--- config.mk ---
export PLATFORM = sky130hd
export DESIGN_NAME = name_glob_substring_filter_unit
export DESIGN_NICKNAME = d
export VERILOG_FILES = /design/src/hw/rtl/ngsf_pkg.sv /design/src/hw/rtl/name_glob_substring_filter_unit.sv /design/src/hw/rtl/ngsf_cell.sv
export SDC_FILE = /design/constraint.sdc
export NUM_CORES = 1
export LEC_CHECK = 0
export BUFFER_PORTS_ARGS = -buffer_cell sky130_fd_sc_hd__buf_2
export CORE_ASPECT_RATIO = 2
export CORE_MARGIN = 3
export CORE_UTILIZATION = 50
export CTS_CLUSTER_SIZE = 14
export DETAILED_ROUTE_END_ITERATION = 8
export HOLD_SLACK_MARGIN = 0.06
export PLACE_DENSITY = 0.75
export SYNTH_ARGS = -nofsm -noshare
export SYNTH_HDL_FRONTEND = slang
export SYNTH_HIERARCHICAL = 1
export SYNTH_SLANG_ARGS = --single-unit
--- constraint.sdc ---
create_clock -name clock -period 11.3 [get_ports clock]
set_input_delay 0.565 -clock clock [delete_from_list [all_inputs] [get_ports clock]]
set_output_delay 0.565 -clock clock [all_outputs]
set_load 0.05 [all_outputs]
--- src/hw/rtl/ngsf_pkg.sv ---
package ngsf_pkg;

   localparam int PATTERN_MAX_DEFAULT = 16;
   localparam int PATTERN_BYTES = 16;

   localparam logic [7:0] CH_STAR  = 8'h2A;
   localparam logic [7:0] CH_QUEST = 8'h3F;
   localparam logic [7:0] CH_DOT   = 8'h2E;

   typedef enum logic [1:0] {
      REG_SHOW_HIDDEN    = 2'd0,
      REG_PATTERN_LENGTH = 2'd1,
      REG_PATTERN_LOW    = 2'd2,
      REG_PATTERN_HIGH   = 2'd3
   } reg_index_type;

   // control shared by every cell of the position chain
   typedef struct packed {
      logic glob;
      logic step;
      logic clear;
   } ngsf_ctrl_type;

   function automatic logic [7:0] fold_case(input logic [7:0] c);
      logic [7:0] r;
      r = c;
      if (c >= 8'h41 && c <= 8'h5A) begin
         r = c + 8'h20;
      end
      return r;
   endfunction

endpackage

--- src/hw/rtl/name_glob_substring_filter_unit.sv ---
// The result for the item that ends a name is registered onto rsp_passes the cycle after.
// Throughput: one name byte per cycle; the position chain advances every
// accepted byte and clears itself on the ending item.
// The ending item waits only while an earlier result is held by rsp_stall.
// Reset (synchronous, active high) clears the registers and restarts the match state.
module name_glob_substring_filter_unit #(
   parameter int PATTERN_MAX = ngsf_pkg::PATTERN_MAX_DEFAULT
) (
   input  logic        clock,
   input  logic        reset,
   input  logic        req_valid,
   output logic        req_stall,
   input  logic [7:0]  req_name_byte,
   input  logic        req_last_byte,
   input  logic        req_empty_name,
   input  logic        req_is_dir_like,
   output logic        rsp_valid,
   input  logic        rsp_stall,
   output logic        rsp_passes,
   input  logic        psel,
   input  logic        penable,
   input  logic        pwrite,
   input  logic [4:0]  paddr,
   input  logic [63:0] pwdata,
   output logic [63:0] prdata,
   output logic        pready
);

   localparam int LEN_W = $clog2(PATTERN_MAX + 1);

   logic                  show_hidden_ff;
   logic [4:0]            pattern_length_ff;
   logic [63:0]           pattern_low_ff;
   logic [63:0]           pattern_high_ff;
   logic [127:0]          pattern_all;
   logic                  cfg_write;
   ngsf_pkg::reg_index_type cfg_index;

   logic [LEN_W-1:0]      used_len;
   logic                  len_zero;
   logic [PATTERN_MAX-1:0] wild_vec;
   logic                  glob;
   logic [7:0]            name_fold;

   logic [PATTERN_MAX:0]  close_chain;
   logic [PATTERN_MAX:0]  keep_chain;
   logic [PATTERN_MAX:0]  nclose_chain;

   logic                  state0_ff;
   logic                  state0_in;
   logic                  at_start_ff;
   logic                  at_start_in;
   logic                  dot_ff;
   logic                  dot_in;
   logic                  found_ff;
   logic                  found_in;

   logic                  fire;
   logic                  ending;
   logic                  step;
   logic                  dot_now;
   logic                  found_now;
   logic                  passes;
   ngsf_pkg::ngsf_ctrl_type ctrl;

   logic                  rsp_valid_ff;
   logic                  rsp_passes_ff;

   // configuration port
   assign pready    = 1'b1;
   assign cfg_write = psel & penable & pwrite;
   assign cfg_index = ngsf_pkg::reg_index_type'(paddr[4:3]);

   always_ff @(posedge clock) begin
      if (reset) begin
         show_hidden_ff    <= 1'b0;
         pattern_length_ff <= 5'd0;
         pattern_low_ff    <= 64'd0;
         pattern_high_ff   <= 64'd0;
      end else if (cfg_write) begin
         case (cfg_index)
            ngsf_pkg::REG_SHOW_HIDDEN:    show_hidden_ff    <= pwdata[0];
            ngsf_pkg::REG_PATTERN_LENGTH: pattern_length_ff <= pwdata[4:0];
            ngsf_pkg::REG_PATTERN_LOW:    pattern_low_ff    <= pwdata;
            ngsf_pkg::REG_PATTERN_HIGH:   pattern_high_ff   <= pwdata;
            default: begin
            end
         endcase
      end
   end

   always_comb begin
      case (cfg_index)
         ngsf_pkg::REG_SHOW_HIDDEN:    prdata = {63'd0, show_hidden_ff};
         ngsf_pkg::REG_PATTERN_LENGTH: prdata = {59'd0, pattern_length_ff};
         ngsf_pkg::REG_PATTERN_LOW:    prdata = pattern_low_ff;
         ngsf_pkg::REG_PATTERN_HIGH:   prdata = pattern_high_ff;
         default:                      prdata = 64'd0;
      endcase
   end

   assign pattern_all = {pattern_high_ff, pattern_low_ff};

   // clamp the length to the cells that exist
   assign used_len = (pattern_length_ff > 5'(PATTERN_MAX)) ? LEN_W'(PATTERN_MAX)
                                                           : pattern_length_ff[LEN_W-1:0];
   assign len_zero  = (used_len == '0);
   assign glob      = |wild_vec;
   assign name_fold = ngsf_pkg::fold_case(req_name_byte);

   // handshake: a non-ending item never waits on the output side
   assign ending    = req_empty_name | req_last_byte;
   assign req_stall = rsp_valid_ff & rsp_stall & ending;
   assign fire      = req_valid & ~req_stall;
   assign step      = fire & ~req_empty_name;

   assign ctrl.glob  = glob;
   assign ctrl.step  = step;
   assign ctrl.clear = fire & ending;

   assign close_chain[0]             = state0_ff;
   assign keep_chain[PATTERN_MAX]    = 1'b0;
   assign nclose_chain[0]            = keep_chain[0] | ~glob;

   for (genvar i = 0; i < PATTERN_MAX; i++) begin : g_cell
      localparam logic [LEN_W-1:0] POS = LEN_W'(i);
      ngsf_cell u_cell (
         .clock      (clock),
         .reset      (reset),
         .ctrl       (ctrl),
         .pat_byte   (pattern_all[8*i +: 8]),
         .name_fold  (name_fold),
         .en         (POS < used_len),
         .close_in   (close_chain[i]),
         .close_out  (close_chain[i+1]),
         .keep_in    (keep_chain[i+1]),
         .keep_out   (keep_chain[i]),
         .nclose_in  (nclose_chain[i]),
         .nclose_out (nclose_chain[i+1]),
         .wild       (wild_vec[i])
      );
   end

   // name-level state
   assign dot_now   = (step & at_start_ff) ? (req_name_byte == ngsf_pkg::CH_DOT) : dot_ff;
   assign found_now = found_ff | (step & ~glob & ~len_zero & nclose_chain[used_len]);

   always_comb begin
      if (~show_hidden_ff & dot_now) begin
         passes = 1'b0;
      end else if (len_zero | req_is_dir_like) begin
         passes = 1'b1;
      end else if (glob) begin
         passes = req_empty_name ? close_chain[used_len] : nclose_chain[used_len];
      end else begin
         passes = found_now;
      end
   end

   always_comb begin
      state0_in   = state0_ff;
      at_start_in = at_start_ff;
      dot_in      = dot_ff;
      found_in    = found_ff;
      if (ctrl.clear) begin
         state0_in   = 1'b1;
         at_start_in = 1'b1;
         dot_in      = 1'b0;
         found_in    = 1'b0;
      end else if (step) begin
         state0_in   = nclose_chain[0];
         at_start_in = 1'b0;
         dot_in      = dot_now;
         found_in    = found_now;
      end
   end

   always_ff @(posedge clock) begin
      if (reset) begin
         state0_ff   <= 1'b1;
         at_start_ff <= 1'b1;
         dot_ff      <= 1'b0;
         found_ff    <= 1'b0;
      end else begin
         state0_ff   <= state0_in;
         at_start_ff <= at_start_in;
         dot_ff      <= dot_in;
         found_ff    <= found_in;
      end
   end

   // output register: load on the ending item, drop when taken
   always_ff @(posedge clock) begin
      if (reset) begin
         rsp_valid_ff <= 1'b0;
      end else if (ctrl.clear) begin
         rsp_valid_ff <= 1'b1;
      end else if (~rsp_stall) begin
         rsp_valid_ff <= 1'b0;
      end
   end

   always_ff @(posedge clock) begin
      if (reset) begin
         rsp_passes_ff <= 1'b0;
      end else if (ctrl.clear) begin
         rsp_passes_ff <= passes;
      end
   end

   assign rsp_valid  = rsp_valid_ff;
   assign rsp_passes = rsp_passes_ff;

   a_result_follows: assert property (@(posedge clock) disable iff (reset)
      fire && ending |=> rsp_valid_ff)
      else $error("ending item produced no result");

   a_no_overwrite: assert property (@(posedge clock) disable iff (reset)
      fire && ending |-> !(rsp_valid_ff && rsp_stall))
      else $error("result overwritten while held");

   a_name_cleared: assert property (@(posedge clock) disable iff (reset)
      fire && ending |=> state0_ff && at_start_ff && !dot_ff && !found_ff)
      else $error("name state not cleared after ending item");

   a_start_left: assert property (@(posedge clock) disable iff (reset)
      step && !ending |=> !at_start_ff)
      else $error("name start flag kept after a byte");

endmodule

--- src/hw/rtl/ngsf_cell.sv ---
module ngsf_cell (
   input  logic                  clock,
   input  logic                  reset,
   input  ngsf_pkg::ngsf_ctrl_type ctrl,
   input  logic [7:0]            pat_byte,
   input  logic [7:0]            name_fold,
   input  logic                  en,
   input  logic                  close_in,
   output logic                  close_out,
   input  logic                  keep_in,
   output logic                  keep_out,
   input  logic                  nclose_in,
   output logic                  nclose_out,
   output logic                  wild
);

   logic is_star;
   logic is_quest;
   logic star_live;
   logic match;
   logic move;
   logic next_pre;
   logic state_ff;
   logic state_in;

   assign is_star   = (pat_byte == ngsf_pkg::CH_STAR);
   assign is_quest  = (pat_byte == ngsf_pkg::CH_QUEST);
   assign star_live = ctrl.glob & is_star & en;
   assign wild      = en & (is_star | is_quest);

   // star closure over the held position, then over the advanced one
   assign close_out = (state_ff & en) | (close_in & star_live);

   assign match     = (ctrl.glob & is_quest) |
                      (ngsf_pkg::fold_case(pat_byte) == name_fold);
   assign keep_out  = close_in & star_live;
   assign move      = close_in & en & ~(ctrl.glob & is_star) & match;
   assign next_pre  = (move | keep_in) & en;
   assign nclose_out = next_pre | (nclose_in & star_live);

   always_comb begin
      state_in = state_ff;
      if (ctrl.clear) begin
         state_in = 1'b0;
      end else if (ctrl.step) begin
         state_in = nclose_out;
      end
   end

   always_ff @(posedge clock) begin
      if (reset) begin
         state_ff <= 1'b0;
      end else begin
         state_ff <= state_in;
      end
   end

endmodule
==> results.cfg, run 1 <==
[outcome]
status = complete, no violations

[power]
seqPwrFrac = 0.428
ir_worst_vdd_mv = 0.114
p_total_w = 0.00134
p_per_area_mw_per_mm2 = 102
pwr-share-clk = 0.446
leakagePower_nw = 4.90
p_comb_frac = 0.126
internal_power_w = 0.000966
sw_frac_of_total = 0.281
switching_power_w = 0.000377

[timing]
slew_violations = 0
setup_tns_ps = 0
max_freq_ghz = 0.0981
tightest_slew_ps = 1150
rsz0062_at_grt = no
fin_crit_sh = 0.902
finalSetupViolCount = 0
hold_violations = 0
finalCriticalPeriod_ps = 10200
clock_skew_ps = 8.67
slew_headroom = 0.232
worst_hold_slack_ps = 361

[logic_synthesis]
ys_ff_latch = 156
synth_top_family_by_area = simple AND/OR/NAND/NOR gates
ys.warnings.count = 6
synthCells = 1556
synth_seq_area_share = 0.272
postSynthAreaPerCell_sq_um = 7.38
async_flop_share = 0
synth.distinct_cells = 61
synth_flop_cell = dfxtp_1
synth-compound-area-share = 0.174
yosys.area_share.simple = 0.321
syn_area_sq_mm = 0.0115
synthMuxAreaShare = 0.0737
synth_edf_count = 0
synthXorXnorAreaFrac = 0.110
synthAdderAreaFrac = 0.0185
syn_nets = 1660

[place]
placed_cell_area_sq_mm = 0.0125
gp_congestion = 0.988
dp_hpwl_um = 27400
portBuffers = 150

[floorplan]
start_util = 0.513
die_y_um = 220
num_io_pins = 155
fp.dieArea_sq_mm = 0.0249
core_area_sq_mm = 0.0224
row_count = 77
die_x_um = 113

[clock_tree]
cts-buffers-inserted = 17
cts_tree = built
cts_hold_buf = 0
clockBufferDepth = 2
root_buffer = clkbuf_16
cts_max_level = 4
clk_pin_slew_worst_paths_ps = 70
clock_latency_ps = 450
clock_sinks = 156

[detailed_routing]
drt_iter0_markers = 875
wl_met3_um = 1970
dr.max_layer_used = met4
dr.pass1.iters = 7
wl_um = 38200
drc = 0
viasPerCell = 6.21
wl_per_cell_um = 19.4
wl_met2_um = 20700
drt-met1-wl_um = 13200
vias = 12228
ant_nets = 0

[final_layout]
nets = 1784
area.growth.synth_to_final_pct = 14.3
final_common_cell = nand2_1
fillers = 2176
final_cell_mix = 369 x nand2_1, 184 x a21oi_1, 155 x dfxtp_1, 148 x buf_2, 80 x xnor2_1
drive_above_1_share = 0.149
fin_util = 0.587
stdcell_area_sq_mm = 0.0131
antennaDiodeCount = 0

[setup_path]
path_common_cell = a21oi_1
critPathRequiredTime_ps = 11680
max_stage_delay_ps = 560
critPathLaunchType = flop
arrival_ps = 10580
crit_slowest_cell = dfxtp_2
end_kind = flop
path_max_fanout = 17
ff2ff_path_depth = 54
worst-setup-path-type = reg2reg

[worst_hold_path]
hold_class = in2reg
hold_path_depth = 3

[global_route]
antenna_found_initial = 0
grt_pass1_vias = 11599
grt_overflow = 0
grt_util_all_layers = 0.299
grt_max_degree = 93
grt_pass1_wl_um = 59400

[job]
max_cap_violations = 0
per-layer routing:
metal,up-vias,GRT usage
met3,174,0.0498
li1,5796,-
met4,0,0.183
met2,509,0.573
met5,-,0
met1,5749,0.293
worst max-delay path, delay by kind of cell (launching register included):
kind | cells | cell delay (ps)
simple gates | 27 | 5920
compound gates | 24 | 3240
buf+inv | 3 | 370
flops | 1 | 560
final cells by class:
class | count | area [sq um] | area share
Tap cell | 276 | 345 | 0.0263
Inverter | 10 | 37.5 | 0.00286
Clock inverter | 13 | 156 | 0.0119
Multi-Input combinational cell | 1318 | 8050 | 0.613
Clock buffer | 19 | 453 | 0.0345
Timing Repair Buffer | 177 | 958 | 0.0730
Sequential cell | 156 | 3120 | 0.238
logic make-up after synthesis:
group                      count (synthesis)
AOI/OAI and AO/OA                        330
xor gates and xnor gates                 144
muxes                                     82
other                                      2
buffers and inverters                     82
and+or+nand+nor                          743
DFF                                      156
adders and majority gates                 17
per-stage QoR:
step,worst slack [ps],cells
5_1_grt,15.4,1969
2_1_floorplan,2270,1556
3_3_place_gp,666,1935
3_5_place_dp,511,1935
4_1_cts,507,1967
6_report,1100,1969
synth_stat cells, types with 2 or more instances:
library cell	count	area share
buf_1	7	0.0023
o21ai_0	52	0.023
or2_2	2	0.0011
or4_1	17	0.011
o22ai_1	2	0.0011
clkbuf_1	45	0.015
and2_1	2	0.0011
nor2b_1	78	0.043
nor2_1	62	0.020
nor4_1	21	0.011
a2111o_1	16	0.016
nand3b_1	4	0.0026
mux2_2	6	0.0059
nand2_1	370	0.12
a22o_1	4	0.0031
nand3_1	23	0.010
nand4_1	66	0.036
buf_6	2	0.0020
a21oi_1	184	0.080
buf_4	2	0.0013
nand2b_1	22	0.012
or3_4	16	0.016
a31oi_1	19	0.010
and3_1	18	0.0098
mux2i_1	74	0.065
buf_2	16	0.0070
o211ai_1	16	0.010
ha_1	17	0.019
xnor2_1	80	0.061
inv_1	10	0.0033
dfxtp_1	156	0.27
nor4b_1	17	0.013
o311ai_1	17	0.013
a21o_1	4	0.0026
nor3_1	19	0.0083
xor2_1	64	0.049
conb_1	2	0.00065
final timing paths:
kind                                           start                 end  slack (ps)
worst min register to register           at_start_ff         at_start_ff         450
worst max register to register  pattern_length_ff[1]          rsp_passes        1100
worst min-delay path                      pwdata[19]  pattern_low_ff[19]         360
worst max-delay path            pattern_length_ff[1]          rsp_passes        1100
timing repair:
action / CTS / global route
hold endpoints to repair: 0 / 0
setup endpoints to repair: 0 / 4
resized for setup: 0 / 17
buffers inserted: 0 / 2
flip-flops by register name, summed over array words and instances, names as in the netlist:
name	cells
dot_ff	1
g_cell.u_cell/state_ff	16
rsp_valid	1
pattern_length_ff	5
state0_ff	1
found_ff	1
pattern_low_ff	64
show_hidden_ff	1
pattern_high_ff	64
rsp_passes	1
at_start_ff	1
power groups by stage:
stage,combinational (W),clock (W),sequential (W)
5_1_grt,0.000184,0.000623,0.000576
2_1_floorplan,0.000106,0,0.000583
3_3_place_gp,0.000164,0,0.000586
4_1_cts,0.000168,0.000602,0.000574
3_5_place_dp,0.000167,0,0.000587
6_report,0.000169,0.000599,0.000575
(Power assumes the default switching activity.)
==> run 2: changes to the inputs <==
- ABC_AREA: not set -> 1
- PLACE_DENSITY: 0.75 -> 0.74
- SKIP_LAST_GASP: not set -> 1
==> results.cfg, run 2 <==
[detailed_routing]
wl_um = 41700
vias = 14578
wl_per_cell_um = 15.8
drt_iter0_markers = 916
dr.pass1.iters = 6
viasPerCell = 5.54
drc = 0
ant_nets = 0

[worst_hold_path]
hold_path_depth = 3
min_to = pattern_high_ff[44]
hold_class = in2reg
holdCritStartpoint = pwdata[44]

[clock_tree]
cts-buffers-inserted = 17
cts_hold_buf = 0
clk_pin_slew_worst_paths_ps = 70
cts-resized-gates = 0
clockBufferDepth = 2
clock_latency_ps = 450
root_buffer = clkbuf_16
cts_tree = built
clock_sinks = 156
cts_max_level = 4
cts_setup_buffers = 0

[logic_synthesis]
ys.warnings.count = 6
syn_nets = 2257
yosys-top-cells-area = dfxtp_1 24%, nor2_1 14%, nand2_1 12%
synthCells = 2153
ys_ff_latch = 156
synth_top_cell_by_area = dfxtp_1
postSynthAreaPerCell_sq_um = 6.12
synth_edf_count = 0
synth_flop_cell = dfxtp_1
synth.distinct_cells = 42
async_flop_share = 0
syn_area_sq_mm = 0.0132
yosysTopAreaCellShare = 0.237
synth_seq_area_share = 0.237
synth_common_cells = 489 x nor2_1, 423 x nand2_1, 164 x o21ai_0
synth.most_common_cell = nor2_1

[place]
pre_cts_slack_ps = 1930
dp_hpwl_um = 30500
gp_congestion = 0.985
portBuffers = 150

[global_route]
grt_util_all_layers = 0.292
grt_pass1_vias = 13875
grt_pass1_wl_um = 67000
grt_overflow = 0
grt_max_degree = 91
antenna_found_initial = 1

[final_layout]
fillers = 2650
nets = 2384
seqCellArea_sq_mm = 0.00312
multi_input_area_sq_mm = 0.00896
final_common_cell = nor2_1
final_cell_mix = 486 x nor2_1, 422 x nand2_1, 164 x o21ai_0, 156 x dfxtp_1, 150 x buf_2
antennaDiodeCount = 0
top_regs = pattern_high_ff: 64 flops, pattern_low_ff: 64 flops, g_cell.u_cell/state_ff: 16 flops
area.growth.synth_to_final_pct = 12.3
drive_above_1_share = 0.203

[timing]
clock_skew_ps = 8.77
tightest_slew_ps = 896
slew_violations = 0
rsz0062_at_grt = no
fin_crit_sh = 0.853
finalCriticalPeriod_ps = 9640
max_freq_ghz = 0.104
hold_violations = 0
slew_headroom = 0.402
setup_tns_ps = 0
finalSetupViolCount = 0
setup_slack_ps = 1660

[power]
leakagePower_nw = 6.76
p_per_area_mw_per_mm2 = 92.3
p_total_w = 0.00137
ir_worst_vdd_mv = 0.0860

[floorplan]
die_x_um = 121
num_io_pins = 155
fp.dieArea_sq_mm = 0.0284
core_area_sq_mm = 0.0258
die_y_um = 236
start_util = 0.511
row_count = 83

[setup_path]
end_kind = flop
rr_endpoint = rsp_passes
crit_slowest_cell = dfxtp_1
r2r_slack_ps = 1660
max_stage_delay_ps = 680
arrival_ps = 10030
ff2ff_path_depth = 64
path_max_fanout = 20
worst-setup-path-type = reg2reg
r2r_start = pattern_length_ff[0]
path_common_cell = nand2_1
critPathLaunchType = flop
critPathRequiredTime_ps = 11700

[outcome]
status = complete, no violations

[job]
max_cap_violations = 0
[run 2: cell types whose count changed after synthesis, moves of 81 or more]
cell     delta
nor2_1    +427
a21oi_1   -121
inv_1     +121
o21ai_0   +112
inv_2      +87
nand2_2    +81
[run 2: routing by layer]
metal / global-route usage / vias to the layer above / wire length [um]
met3: 0.0377 / 157 / 1920
met5: 0 / - / 11
met2: 0.552 / 474 / 22500
li1: - / 7192 / -
met1: 0.294 / 6753 / 14900
met4: 0.180 / 2 / 2390
[run 2: kinds of logic after synthesis]
group           share of synthesized area
flops                               0.237
buf+inv                            0.0840
other cells                      0.000570
fa+ha+maj                          0.0162
xor+xnor                           0.0745
compound gates                      0.166
simple gates                        0.421
[run 2: layout make-up]
class                      instances  area share
clock buffer                      20      0.0302
clock inverter                    12     0.00753
inverter                         221      0.0567
multi-input combinational       1716       0.606
sequential                       156       0.211
tap                              340      0.0288
timing repair buffer             168      0.0599
[run 2: critical path: cells and delay by family (launching register included)]
kind,cells,cell delay [ps]
and+or+nand+nor,37,3400
buffers and inverters,9,1180
AOI/OAI and AO/OA,18,4270
DFF,1,680
[run 2: power by group]
part / internal, W / leakage (nW) / switching, W
Combinational: 0.0000704 / 5.23 / 0.000142
Clock: 0.000310 / 0.267 / 0.000254
Sequential: 0.000564 / 1.26 / 0.0000263
[run 2: how the worst max path moves through the flow]
stage	from	to	slack [ps]	depth (start not counted)
final	pattern_length_ff[0]	rsp_passes	1660	64
after detailed placement	pattern_length_ff[0]	rsp_passes	1930	64
after CTS	pattern_length_ff[0]	rsp_passes	1830	65
after global placement	pattern_length_ff[0]	rsp_passes	2020	65
after floorplan	req_name_byte[7]	rsp_passes	3470	80
after global routing	pattern_length_ff[0]	rsp_passes	600	63
[run 2: through the flow]
stage | instance area [sq um] | hold slack, ps | util | cells
2_1_floorplan | 13200 | 436 | - | 2153
3_3_place_gp | 14200 | 444 | 0.553 | 2601
3_5_place_dp | 14200 | 456 | 0.553 | 2601
4_1_cts | 14800 | 328 | 0.574 | 2633
5_1_grt | 14800 | 345 | 0.574 | 2633
6_report | 14800 | 345 | 0.574 | 2633
